**src/hdl/assert_macros.svh**
```systemverilog
// Assertion shorthands shared by the RTL; clk and rst_n are taken from the
// enclosing module.
`ifndef ASSERT_MACROS_SVH
`define ASSERT_MACROS_SVH

// Property must hold at every clock edge outside reset.
`define ASSERT_ALWAYS(lbl, prop, msg) \
  lbl: assert property (@(posedge clk) disable iff (!rst_n) (prop)) else $error(msg);

// Consequent must hold in the cycle after the antecedent.
`define ASSERT_NEXT(lbl, ante, cons, msg) \
  lbl: assert property (@(posedge clk) disable iff (!rst_n) (ante) |=> (cons)) else $error(msg);

`endif

```
**src/hdl/sbsp_pkg.sv**
```systemverilog
`default_nettype none

package sbsp_pkg;

  localparam int COUNT_W = 16;
  localparam int TALLY_N = 9;
  localparam int ATOM_N  = 4;

  localparam logic [15:0] TALLY_CODES [TALLY_N] = '{
    16'h001d, 16'h0010, 16'h0011, 16'h0015, 16'h0016,
    16'h0017, 16'h0018, 16'h0019, 16'h001e
  };

  // atom total slots
  localparam int ATOM_LOCAL = 0;
  localparam int ATOM_FORM  = 1;
  localparam int ATOM_INT   = 2;
  localparam int ATOM_FLOAT = 3;

  // record kinds
  localparam logic [1:0] KIND_INSTR = 2'd0;
  localparam logic [1:0] KIND_TALLY = 2'd1;
  localparam logic [1:0] KIND_FINAL = 2'd2;

  // final status codes
  localparam logic [1:0] ST_OK        = 2'd0;
  localparam logic [1:0] ST_SIZE      = 2'd1;
  localparam logic [1:0] ST_TRUNCATED = 2'd2;
  localparam logic [1:0] ST_OVERRUN   = 2'd3;

  typedef logic [COUNT_W-1:0] cnt_t;

  typedef struct packed {
    logic [1:0]  kind;
    logic [15:0] start_offset;
    logic [15:0] opcode;
    logic        has_reference;
    logic [15:0] reference_index;
    logic [15:0] length_or_count;
    logic [15:0] local_refs;
    logic [15:0] form_refs;
    logic [15:0] int_literals;
    logic [15:0] float_literals;
    logic [1:0]  status;
    logic        last_result;
  } rec_t;

  // per-beat events from the parser to the output stage
  typedef struct packed {
    logic       rec_vld;
    logic       fin;
    logic [1:0] status;
    rec_t       rec;
  } pev_t;

  function automatic cnt_t sat_inc(input cnt_t c);
    return (c == {COUNT_W{1'b1}}) ? c : c + COUNT_W'(1);
  endfunction

  function automatic logic [15:0] clamp16(input cnt_t c);
    return (32'(c) > 32'h0000_ffff) ? 16'hffff : 16'(c);
  endfunction

endpackage

`default_nettype wire

```
**src/hdl/script_bytecode_stream_parser.sv**
```systemverilog
// Script bytecode stream parser. Takes one bytecode byte per input beat
// (in_tlast on the last byte of a stream) and decodes 16-bit little-endian
// opcode and length words, with opcode 0x1c wrapping a reference index ahead
// of the real opcode and length. Every finished instruction leaves as an
// instruction record; the last byte of a stream is followed by nine opcode
// tally records and one final record with saturating atom totals and a status
// (ok, size mismatch against expected_size when enabled, truncated header,
// payload overrun), marked by out_tlast. Rate: one byte per clock while the
// output keeps up. The last byte of a stream adds the tally and final
// records, sent by a sequencer in the output stage, during which
// in_tready stays low; a stalled output holds one record in the output
// register and one in the skid stage before input is held back. Records are
// registered in the output register, by way of the skid stage while the
// output stalls. Configure only while no stream is in flight.
`default_nettype none

module script_bytecode_stream_parser (
  input  wire logic         clk,
  input  wire logic         rst_n,
  // byte input
  input  wire logic         in_tvalid,
  output logic              in_tready,
  input  wire logic [7:0]   in_tdata,   // [7:0] data_byte
  input  wire logic         in_tlast,   // final_byte
  // record output
  output logic              out_tvalid,
  input  wire logic         out_tready,
  // [15:0] start_offset, [31:16] opcode, [32] has_reference,
  // [48:33] reference_index, [64:49] length_or_count, [80:65] local_refs,
  // [96:81] form_refs, [112:97] int_literals, [128:113] float_literals,
  // [130:129] status, [135:131] zero
  output logic [135:0]      out_tdata,
  output logic [1:0]        out_tuser,  // [1:0] record_kind
  output logic              out_tlast,  // last_result
  // configuration
  input  wire logic         cfg_psel,
  input  wire logic         cfg_penable,
  input  wire logic         cfg_pwrite,
  input  wire logic [2:0]   cfg_paddr,
  input  wire logic [31:0]  cfg_pwdata,
  output logic [31:0]       cfg_prdata,
  output logic              cfg_pready
);
  import sbsp_pkg::*;

  // register index as seen at paddr[2]
  localparam logic REG_EXPECTED = 1'b0;
  localparam logic REG_CHECK    = 1'b1;

  localparam logic [3:0] BURST_LAST = 4'(TALLY_N);

  `include "assert_macros.svh"

  // configuration registers
  logic [15:0] expected_r;
  logic        chk_en_r;
  logic        cfg_wr;

  assign cfg_pready = 1'b1;
  assign cfg_wr     = cfg_psel && cfg_penable && cfg_pwrite && cfg_pready;

  always_ff @(posedge clk) begin
    if (!rst_n) begin
      expected_r <= '0;
      chk_en_r   <= 1'b0;
    end else if (cfg_wr) begin
      unique case (cfg_paddr[2])
        REG_EXPECTED: expected_r <= cfg_pwdata[15:0];
        REG_CHECK:    chk_en_r   <= cfg_pwdata[0];
        default:      ;
      endcase
    end
  end

  always_comb begin
    unique case (cfg_paddr[2])
      REG_EXPECTED: cfg_prdata = {16'd0, expected_r};
      REG_CHECK:    cfg_prdata = {31'd0, chk_en_r};
      default:      cfg_prdata = '0;
    endcase
  end

  // output stage: result register, skid register, end-of-stream sequencer
  rec_t       out_r, skid_r, burst_rec;
  logic       out_vld_r, skid_vld_r;
  logic       burst_r;
  logic [3:0] idx_r;
  logic [1:0] status_r;
  logic       out_free;
  logic       acc;
  logic       clr_counts;

  pev_t                     ev;
  logic [TALLY_N-1:0][15:0] tally_q;
  logic [ATOM_N-1:0][15:0]  atom_q;

  // hold input while the skid is full or the end-of-stream burst runs
  assign in_tready = !skid_vld_r && !burst_r;
  assign acc       = in_tvalid && in_tready;
  assign out_free  = !out_vld_r || out_tready;
  // the final record leaves the sequencer: clear totals and tallies
  assign clr_counts = out_free && !skid_vld_r && burst_r && idx_r == BURST_LAST;

  sbsp_parser u_parser (
    .clk               (clk),
    .rst_n             (rst_n),
    .acc               (acc),
    .data_byte         (in_tdata),
    .final_byte        (in_tlast),
    .expected_size     (expected_r),
    .size_check_enable (chk_en_r),
    .clr_counts        (clr_counts),
    .ev                (ev),
    .tally_q           (tally_q),
    .atom_q            (atom_q)
  );

  always_comb begin
    burst_rec = '0;
    if (idx_r == BURST_LAST) begin
      burst_rec.kind           = KIND_FINAL;
      burst_rec.local_refs     = atom_q[ATOM_LOCAL];
      burst_rec.form_refs      = atom_q[ATOM_FORM];
      burst_rec.int_literals   = atom_q[ATOM_INT];
      burst_rec.float_literals = atom_q[ATOM_FLOAT];
      burst_rec.status         = status_r;
      burst_rec.last_result    = 1'b1;
    end else begin
      burst_rec.kind            = KIND_TALLY;
      burst_rec.opcode          = TALLY_CODES[idx_r];
      burst_rec.length_or_count = tally_q[idx_r];
    end
  end

  // payload registers
  always_ff @(posedge clk) begin
    if (out_free) begin
      if (skid_vld_r) begin
        out_r <= skid_r;
      end else if (ev.rec_vld) begin
        out_r <= ev.rec;
      end else if (burst_r) begin
        out_r <= burst_rec;
      end
    end else if (ev.rec_vld) begin
      skid_r <= ev.rec;
    end
    if (ev.fin) begin
      status_r <= ev.status;
    end
  end

  // control
  always_ff @(posedge clk) begin
    if (!rst_n) begin
      out_vld_r  <= 1'b0;
      skid_vld_r <= 1'b0;
      burst_r    <= 1'b0;
      idx_r      <= '0;
    end else begin
      if (out_free) begin
        if (skid_vld_r) begin
          out_vld_r  <= 1'b1;
          skid_vld_r <= 1'b0;
        end else if (ev.rec_vld) begin
          out_vld_r <= 1'b1;
        end else if (burst_r) begin
          out_vld_r <= 1'b1;
          if (idx_r == BURST_LAST) begin
            burst_r <= 1'b0;
          end
          idx_r <= idx_r + 4'd1;
        end else begin
          out_vld_r <= 1'b0;
        end
      end else if (ev.rec_vld) begin
        skid_vld_r <= 1'b1;
      end
      // start the tally burst behind this byte's instruction record
      if (ev.fin) begin
        burst_r <= 1'b1;
        idx_r   <= '0;
      end
    end
  end

  assign out_tvalid = out_vld_r;
  assign out_tuser  = out_r.kind;
  assign out_tlast  = out_r.last_result;
  assign out_tdata  = {5'd0, out_r.status, out_r.float_literals, out_r.int_literals,
                       out_r.form_refs, out_r.local_refs, out_r.length_or_count,
                       out_r.reference_index, out_r.has_reference, out_r.opcode,
                       out_r.start_offset};

  `ASSERT_ALWAYS(a_skid_behind_out, !skid_vld_r || out_vld_r,
                 "skid holds a beat while the output register is empty")
  `ASSERT_ALWAYS(a_idx_range, !burst_r || idx_r <= BURST_LAST,
                 "burst index past the final record")
  `ASSERT_NEXT(a_fin_starts_burst, ev.fin, burst_r && idx_r == 4'd0,
               "end of stream did not start the tally burst")
  `ASSERT_ALWAYS(a_last_is_final, !(out_vld_r && out_r.last_result) ||
                 out_r.kind == KIND_FINAL,
                 "last beat carries a non-final record")

endmodule

`default_nettype wire

```
**src/hdl/sbsp_parser.sv**
```systemverilog
`default_nettype none

module sbsp_parser (
  input  wire logic                            clk,
  input  wire logic                            rst_n,
  input  wire logic                            acc,
  input  wire logic [7:0]                      data_byte,
  input  wire logic                            final_byte,
  input  wire logic [15:0]                     expected_size,
  input  wire logic                            size_check_enable,
  input  wire logic                            clr_counts,
  output sbsp_pkg::pev_t                       ev,
  output logic [sbsp_pkg::TALLY_N-1:0][15:0]   tally_q,
  output logic [sbsp_pkg::ATOM_N-1:0][15:0]    atom_q
);
  import sbsp_pkg::*;

  localparam logic [2:0] PH_OP_LO   = 3'd0;
  localparam logic [2:0] PH_OP_HI   = 3'd1;
  localparam logic [2:0] PH_LEN_LO  = 3'd2;
  localparam logic [2:0] PH_LEN_HI  = 3'd3;
  localparam logic [2:0] PH_PAYLOAD = 3'd4;

  localparam logic [15:0] WRAP_OPCODE = 16'h001c;

  localparam logic [7:0] CH_S = 8'h73;
  localparam logic [7:0] CH_L = 8'h6c;
  localparam logic [7:0] CH_F = 8'h66;
  localparam logic [7:0] CH_R = 8'h72;
  localparam logic [7:0] CH_G = 8'h47;
  localparam logic [7:0] CH_N = 8'h6e;
  localparam logic [7:0] CH_Z = 8'h7a;

  logic [2:0]  phase_r, phase_nxt;
  logic [15:0] pos_r, pos_nxt;
  logic [15:0] start_r, start_nxt;
  logic [7:0]  lo_r, lo_nxt;
  logic [15:0] op_r, op_nxt;
  logic [15:0] ref_r, ref_nxt;
  logic        rflag_r, rflag_nxt;
  logic [15:0] rem_r, rem_nxt;
  logic [15:0] tot_r, tot_nxt;
  logic [3:0]  skip_r, skip_nxt;
  cnt_t        atom_r  [ATOM_N];
  cnt_t        atom_nxt[ATOM_N];
  cnt_t        tally_r  [TALLY_N];
  cnt_t        tally_nxt[TALLY_N];

  logic [15:0]       word;
  logic              finish;
  logic [ATOM_N-1:0] atom_inc;
  logic [15:0]       atom_size;
  logic [1:0]        atom_kind;
  logic              atom_hit;
  logic [1:0]        status;

  assign word = {data_byte, lo_r};

  always_comb begin
    phase_nxt = phase_r;
    pos_nxt   = pos_r;
    start_nxt = start_r;
    lo_nxt    = lo_r;
    op_nxt    = op_r;
    ref_nxt   = ref_r;
    rflag_nxt = rflag_r;
    rem_nxt   = rem_r;
    tot_nxt   = tot_r;
    skip_nxt  = skip_r;
    finish    = 1'b0;
    atom_inc  = '0;
    atom_hit  = 1'b0;
    atom_kind = 2'd0;
    atom_size = 16'd0;
    status    = ST_OK;

    ev                     = '0;
    ev.rec.kind            = KIND_INSTR;
    ev.rec.start_offset    = start_r;
    ev.rec.opcode          = op_r;
    ev.rec.has_reference   = rflag_r;
    ev.rec.reference_index = rflag_r ? ref_r : 16'd0;
    ev.rec.length_or_count = (phase_r == PH_LEN_HI) ? word : tot_r;

    // classify a payload byte as an atom marker
    case (data_byte) inside
      CH_S, CH_L, CH_F: begin
        atom_hit = 1'b1; atom_kind = 2'(ATOM_LOCAL); atom_size = 16'd3;
      end
      CH_R, CH_G: begin
        atom_hit = 1'b1; atom_kind = 2'(ATOM_FORM); atom_size = 16'd3;
      end
      CH_N: begin
        atom_hit = 1'b1; atom_kind = 2'(ATOM_INT); atom_size = 16'd5;
      end
      CH_Z: begin
        atom_hit = 1'b1; atom_kind = 2'(ATOM_FLOAT); atom_size = 16'd9;
      end
      default: begin
        atom_hit = 1'b0;
      end
    endcase

    if (acc) begin
      unique case (phase_r)
        PH_OP_HI: begin
          op_nxt    = word;
          phase_nxt = PH_LEN_LO;
        end
        PH_LEN_LO: begin
          lo_nxt    = data_byte;
          phase_nxt = PH_LEN_HI;
        end
        PH_LEN_HI: begin
          if (!rflag_r && op_r == WRAP_OPCODE) begin
            rflag_nxt = 1'b1;
            ref_nxt   = word;
            phase_nxt = PH_OP_LO;
          end else begin
            tot_nxt  = word;
            rem_nxt  = word;
            skip_nxt = 4'd0;
            if (word == 16'd0) begin
              finish = 1'b1;
            end else begin
              phase_nxt = PH_PAYLOAD;
            end
          end
        end
        PH_PAYLOAD: begin
          if (skip_r != 4'd0) begin
            skip_nxt = skip_r - 4'd1;
          end else if (atom_hit && rem_r >= atom_size) begin
            atom_inc[atom_kind] = 1'b1;
            skip_nxt            = 4'(atom_size - 16'd1);
          end
          rem_nxt = rem_r - 16'd1;
          if (rem_r == 16'd1) begin
            finish = 1'b1;
          end
        end
        default: begin
          if (!rflag_r) begin
            start_nxt = pos_r;
          end
          lo_nxt    = data_byte;
          phase_nxt = PH_OP_HI;
        end
      endcase

      if (finish) begin
        ev.rec_vld = 1'b1;
        if (rflag_r) begin
          atom_inc[ATOM_FORM] = 1'b1;
        end
        rflag_nxt = 1'b0;
        ref_nxt   = 16'd0;
        phase_nxt = PH_OP_LO;
      end
    end

    for (int i = 0; i < TALLY_N; i++) begin
      tally_nxt[i] = (finish && op_r == TALLY_CODES[i]) ? sat_inc(tally_r[i]) : tally_r[i];
    end
    for (int i = 0; i < ATOM_N; i++) begin
      atom_nxt[i] = atom_inc[i] ? sat_inc(atom_r[i]) : atom_r[i];
    end

    if (acc && final_byte) begin
      if (phase_nxt == PH_PAYLOAD) begin
        status = ST_OVERRUN;
      end else if (phase_nxt != PH_OP_LO || rflag_nxt) begin
        status = ST_TRUNCATED;
      end else if (size_check_enable &&
                   ({1'b0, pos_r} + 17'd1) != {1'b0, expected_size}) begin
        status = ST_SIZE;
      end
      ev.fin    = 1'b1;
      ev.status = status;
      // drop stream state; totals and tallies clear once the burst has left
      phase_nxt = PH_OP_LO;
      pos_nxt   = 16'd0;
      start_nxt = 16'd0;
      lo_nxt    = 8'd0;
      op_nxt    = 16'd0;
      ref_nxt   = 16'd0;
      rflag_nxt = 1'b0;
      rem_nxt   = 16'd0;
      tot_nxt   = 16'd0;
      skip_nxt  = 4'd0;
    end else if (acc && pos_r != 16'hffff) begin
      pos_nxt = pos_r + 16'd1;
    end

    if (clr_counts) begin
      for (int i = 0; i < TALLY_N; i++) begin
        tally_nxt[i] = '0;
      end
      for (int i = 0; i < ATOM_N; i++) begin
        atom_nxt[i] = '0;
      end
    end
  end

  always_ff @(posedge clk) begin
    if (!rst_n) begin
      phase_r <= PH_OP_LO;
      pos_r   <= '0;
      start_r <= '0;
      lo_r    <= '0;
      op_r    <= '0;
      ref_r   <= '0;
      rflag_r <= 1'b0;
      rem_r   <= '0;
      tot_r   <= '0;
      skip_r  <= '0;
      for (int i = 0; i < TALLY_N; i++) begin
        tally_r[i] <= '0;
      end
      for (int i = 0; i < ATOM_N; i++) begin
        atom_r[i] <= '0;
      end
    end else begin
      phase_r <= phase_nxt;
      pos_r   <= pos_nxt;
      start_r <= start_nxt;
      lo_r    <= lo_nxt;
      op_r    <= op_nxt;
      ref_r   <= ref_nxt;
      rflag_r <= rflag_nxt;
      rem_r   <= rem_nxt;
      tot_r   <= tot_nxt;
      skip_r  <= skip_nxt;
      for (int i = 0; i < TALLY_N; i++) begin
        tally_r[i] <= tally_nxt[i];
      end
      for (int i = 0; i < ATOM_N; i++) begin
        atom_r[i] <= atom_nxt[i];
      end
    end
  end

  always_comb begin
    for (int i = 0; i < TALLY_N; i++) begin
      tally_q[i] = clamp16(tally_r[i]);
    end
    for (int i = 0; i < ATOM_N; i++) begin
      atom_q[i] = clamp16(atom_r[i]);
    end
  end

endmodule

`default_nettype wire
```
**config.mk**
```make
export PLATFORM = sky130hd
export DESIGN_NAME = script_bytecode_stream_parser
export DESIGN_NICKNAME = d
export VERILOG_FILES = /design/src/hdl/sbsp_pkg.sv /design/src/hdl/script_bytecode_stream_parser.sv /design/src/hdl/sbsp_parser.sv
export VERILOG_INCLUDE_DIRS = /design/src /design/src/hdl
export SDC_FILE = /design/constraint.sdc
export NUM_CORES = 1
export LEC_CHECK = 0
export ABC_AREA = 0
export BUFFER_PORTS_ARGS = -buffer_cell sky130_fd_sc_hd__buf_2
export CAP_MARGIN = 20
export CORE_UTILIZATION = 50
export DETAILED_ROUTE_END_ITERATION = 16
export GPL_ROUTABILITY_DRIVEN = 0
export PLACE_DENSITY = 0.71
export SLEW_MARGIN = 10
export SYNTH_ARGS = -nofsm -noshare
export SYNTH_HDL_FRONTEND = slang
export SYNTH_SLANG_ARGS = --single-unit
export TNS_END_PERCENT = 30
```
**constraint.sdc**
```tcl
create_clock -name clk -period 17.15 [get_ports clk]
set_input_delay 3.43 -clock clk [delete_from_list [all_inputs] [get_ports clk]]
set_output_delay 3.43 -clock clk [all_outputs]
set_load 0.03 [all_outputs]
```
==> results.toml <==
[status]
status = "finished, final reports clean"

[critical_path]
crit_path_top_delay_cell = "mux2_2"
startpoint = "cfg_paddr[2]"
start_kind = "primary input"
critPathCaptureType = "primary output"
path_class = "in2out"
path_cells = "buf_2 > mux2_2 > buf_2"
reg2reg_from = "skid_vld_r"
cp-endpoint = "cfg_prdata[0]"
cp.depth = 3
cpMostUsedCell = "buf_2"
cp.required_ps = 13720
cp.arrival_ps = 4290
max_stage_delay_ps = 380
ff2ff_path_depth = 6
r2r_slack_ps = 13040
cp_max_fo = 19
path_buf_inv = 2
r2r_end = "u_parser.atom_r[0][3]"
cp_top_family = "buffers and inverters"

[detailed_routing]
ant_nets = 0
drcViolationCount = 0
viasPerCell = 5.96
wl_um = 66200
wl_per_cell_um = 18.8
drt-pass1-iter-count = 7
vias = 21000
drt-initial-drc-count = 2086

[grt]
antenna_found_initial = 2
grt_pass1_vias = 19700
grt_start_max_net_pins = 186
grt_pass1_wl_um = 105000
grt_usage = 0.247
overflow = 0

[power]
netSwitchingPower_mw = 0.616
ir_drop_v = 0.0000803
clkPwrFrac = 0.456
power_density_mw_per_mm2 = 93.9
intPower_mw = 2.11
sequentialPowerShare = 0.499
pwr-share-comb = 0.045
p_sw_frac = 0.226
power.leakage_nw = 10.0

[synthesis]
synth_edf_count = 200
synth_most_common_cell = "dfxtp_1"
yosysTopAreaCell = "dfxtp_1"
yosysWarnings = 0
yosysSeqAreaShare = 0.499
ys_ff_latch = 544
avgSynthCellArea_um2 = 9.57
syn-cell-area_mm2 = 0.0258
synth.distinct_cells = 78
synth_cells = 2698
synth_top_area_frac = 0.267
async_flop_share = 0
yosys-top-cells-count = "344 x dfxtp_1, 293 x nand2_1, 227 x nor2_1"
synthFlopType = "dfxtp_1"
synthTopCellsByArea = "dfxtp_1 27%, edfxtp_1 23%, nand2_1 4.3%"

[final_layout]
nFillCells = 4275
nets = 2878
area_growth_pct = 12.7
layout-drive-gt1-share = 0.137
instances_no_fill = 3522

[placement]
dp.cells = 3414
dp_hpwl_um = 45000
port_buffers = 184

[floorplanning]
core.rowCount = 82
coreArea_mm2 = 0.0506
die_height_um = 229
fp.dieW_um = 229
io_pins = 225
start_util = 0.510
die_area_mm2 = 0.0525

[timing]
rsz0062_at_grt = "no"
fin_skew_ps = 15.1
period_minus_slack_ps = 7720
setup_viol = 0
slew_violations = 0
hold_viol_final = 0
max_freq_ghz = 0.130
relSlewSlack = 0.220
period_share = 0.450
worst_pin_slew_ps = 1160
fin_setup_tns_ps = 0

[clock_tree]
cts_buffers = 55
numClockSinks = 544
root_buffer = "clkbuf_16"
postCtsSetupBuffers = 0
path_clk_slew_ps = 60
cts.repair.resized = 0
ctsHoldBuffers = 0
htreeDepth = 2
cts_tree = "done"
clk_latency_ps = 620
clock_path_buffers = 3

[worst_hold_path]
min_path_type = "reg2reg"
min_from = "u_parser.tot_r[5]"

[run]
max_cap_violations = 0
## state kept, by name (all words and copies together) (netlist names), 2 cells and up
| signal | count |
|---|---|
| expected_r | 16 |
| idx_r | 4 |
| out_tdata | 131 |
| out_tuser | 2 |
| skid_r | 65 |
| status_r | 2 |
| u_parser.atom_r | 64 |
| u_parser.lo_r | 8 |
| u_parser.op_r | 16 |
| u_parser.phase_r | 3 |
| u_parser.pos_r | 16 |
| u_parser.ref_r | 16 |
| u_parser.rem_r | 16 |
| u_parser.skip_r | 4 |
| u_parser.start_r | 16 |
| u_parser.tally_r | 144 |
| u_parser.tot_r | 16 |
## power groups by stage
stage	clock network, mW	logic (mW)	registers, mW
2_1_floorplan	0	0.0701	1.41
3_3_place_gp	0	0.121	1.39
3_5_place_dp	0	0.123	1.39
4_1_cts	1.26	0.124	1.36
5_1_grt	1.31	0.133	1.36
6_report	1.24	0.124	1.36
## metal layers
layer  wire [µm]  vias up  track usage
li1            -     9923            -
met1       28200    10100        0.332
met2       30600      823        0.391
met3        4700      169       0.0456
met4        2770        0        0.107
met5           0        -            0
## worst min path at each step
stage | to | slack (ps) | depth (start not counted)
after floorplan | skid_r[100] | 410 | 0
after global placement | u_parser.tot_r[14] | 440 | 2
after CTS | u_parser.tot_r[11] | 450 | 2
final | u_parser.tot_r[5] | 450 | 2
after global routing | u_parser.tot_r[8] | 470 | 2
after detailed placement | u_parser.tot_r[10] | 450 | 2
## logic make-up (layout without fill, tap and decap cells)
family / Yosys count / in the layout / synth area share
and+or+nand+nor: 1154 / 1154 / 0.227
xor gates and xnor gates: 141 / 141 / 0.0478
muxes: 104 / 104 / 0.0566
adders and majority gates: 24 / 24 / 0.0116
other: 2 / 23 / 0.000291
AOI/OAI and AO/OA: 492 / 492 / 0.119
buffers and inverters: 237 / 368 / 0.0387
DFF: 544 / 544 / 0.499
## worst register-to-register path: stages, from the launching register on
cell and delay (ps):
dfxtp_2 320, buf_4 380, or3b_1 780, nor2_1 730, nand3_1 890, or4_1 770, a21oi_1 160
## layout by cell type (no fill, tap or decap), types with 13 or more instances in the layout
cell and n:
nor4_1 35, buf_2 184, and4_1 20, clkbuf_16 57, mux2_2 15, clkinv_2 13, mux4_2 32, xnor2_1 70
a22o_1 45, nand2b_1 21, nor2b_1 36, a21oi_1 188, o21ai_0 107, nand4_1 80, buf_4 31, conb_1 22
nand2_1 291, and2_1 88, nor2_1 225, dfxtp_1 342, nand3_1 131, a21boi_0 17, mux2i_1 57, nor3_1 58
or3_1 50, inv_1 47, o31ai_1 34, and3_1 38, or4_1 39, xor2_1 71, edfxtp_1 200, ha_1 24
## area by class of cell
class	instances	area (µm²)	area share
flip-flops and latches	544	12900	0.443
well taps	672	841	0.0289
clock buffers	72	1520	0.0523
inverters	47	176	0.00606
multi-input cells	1937	12100	0.416
repair buffers	218	1210	0.0415
clock inverters	31	358	0.0123
diodes	1	2.50	0.0000860
## per-stage QoR
stage,instance area [µm²],setup slack [ps],power (mW),utilization,hold WS [ps]
after global routing,29100,9380,2.81,0.575,473
after global placement,27100,9440,1.51,0.537,439
final,29100,9430,2.73,0.575,450
after CTS,29000,9430,2.75,0.574,455
after detailed placement,27200,9410,1.51,0.537,446
after floorplan,25900,5200,1.48,-,406
No activity file was read; power rests on OpenSTA's default activity.
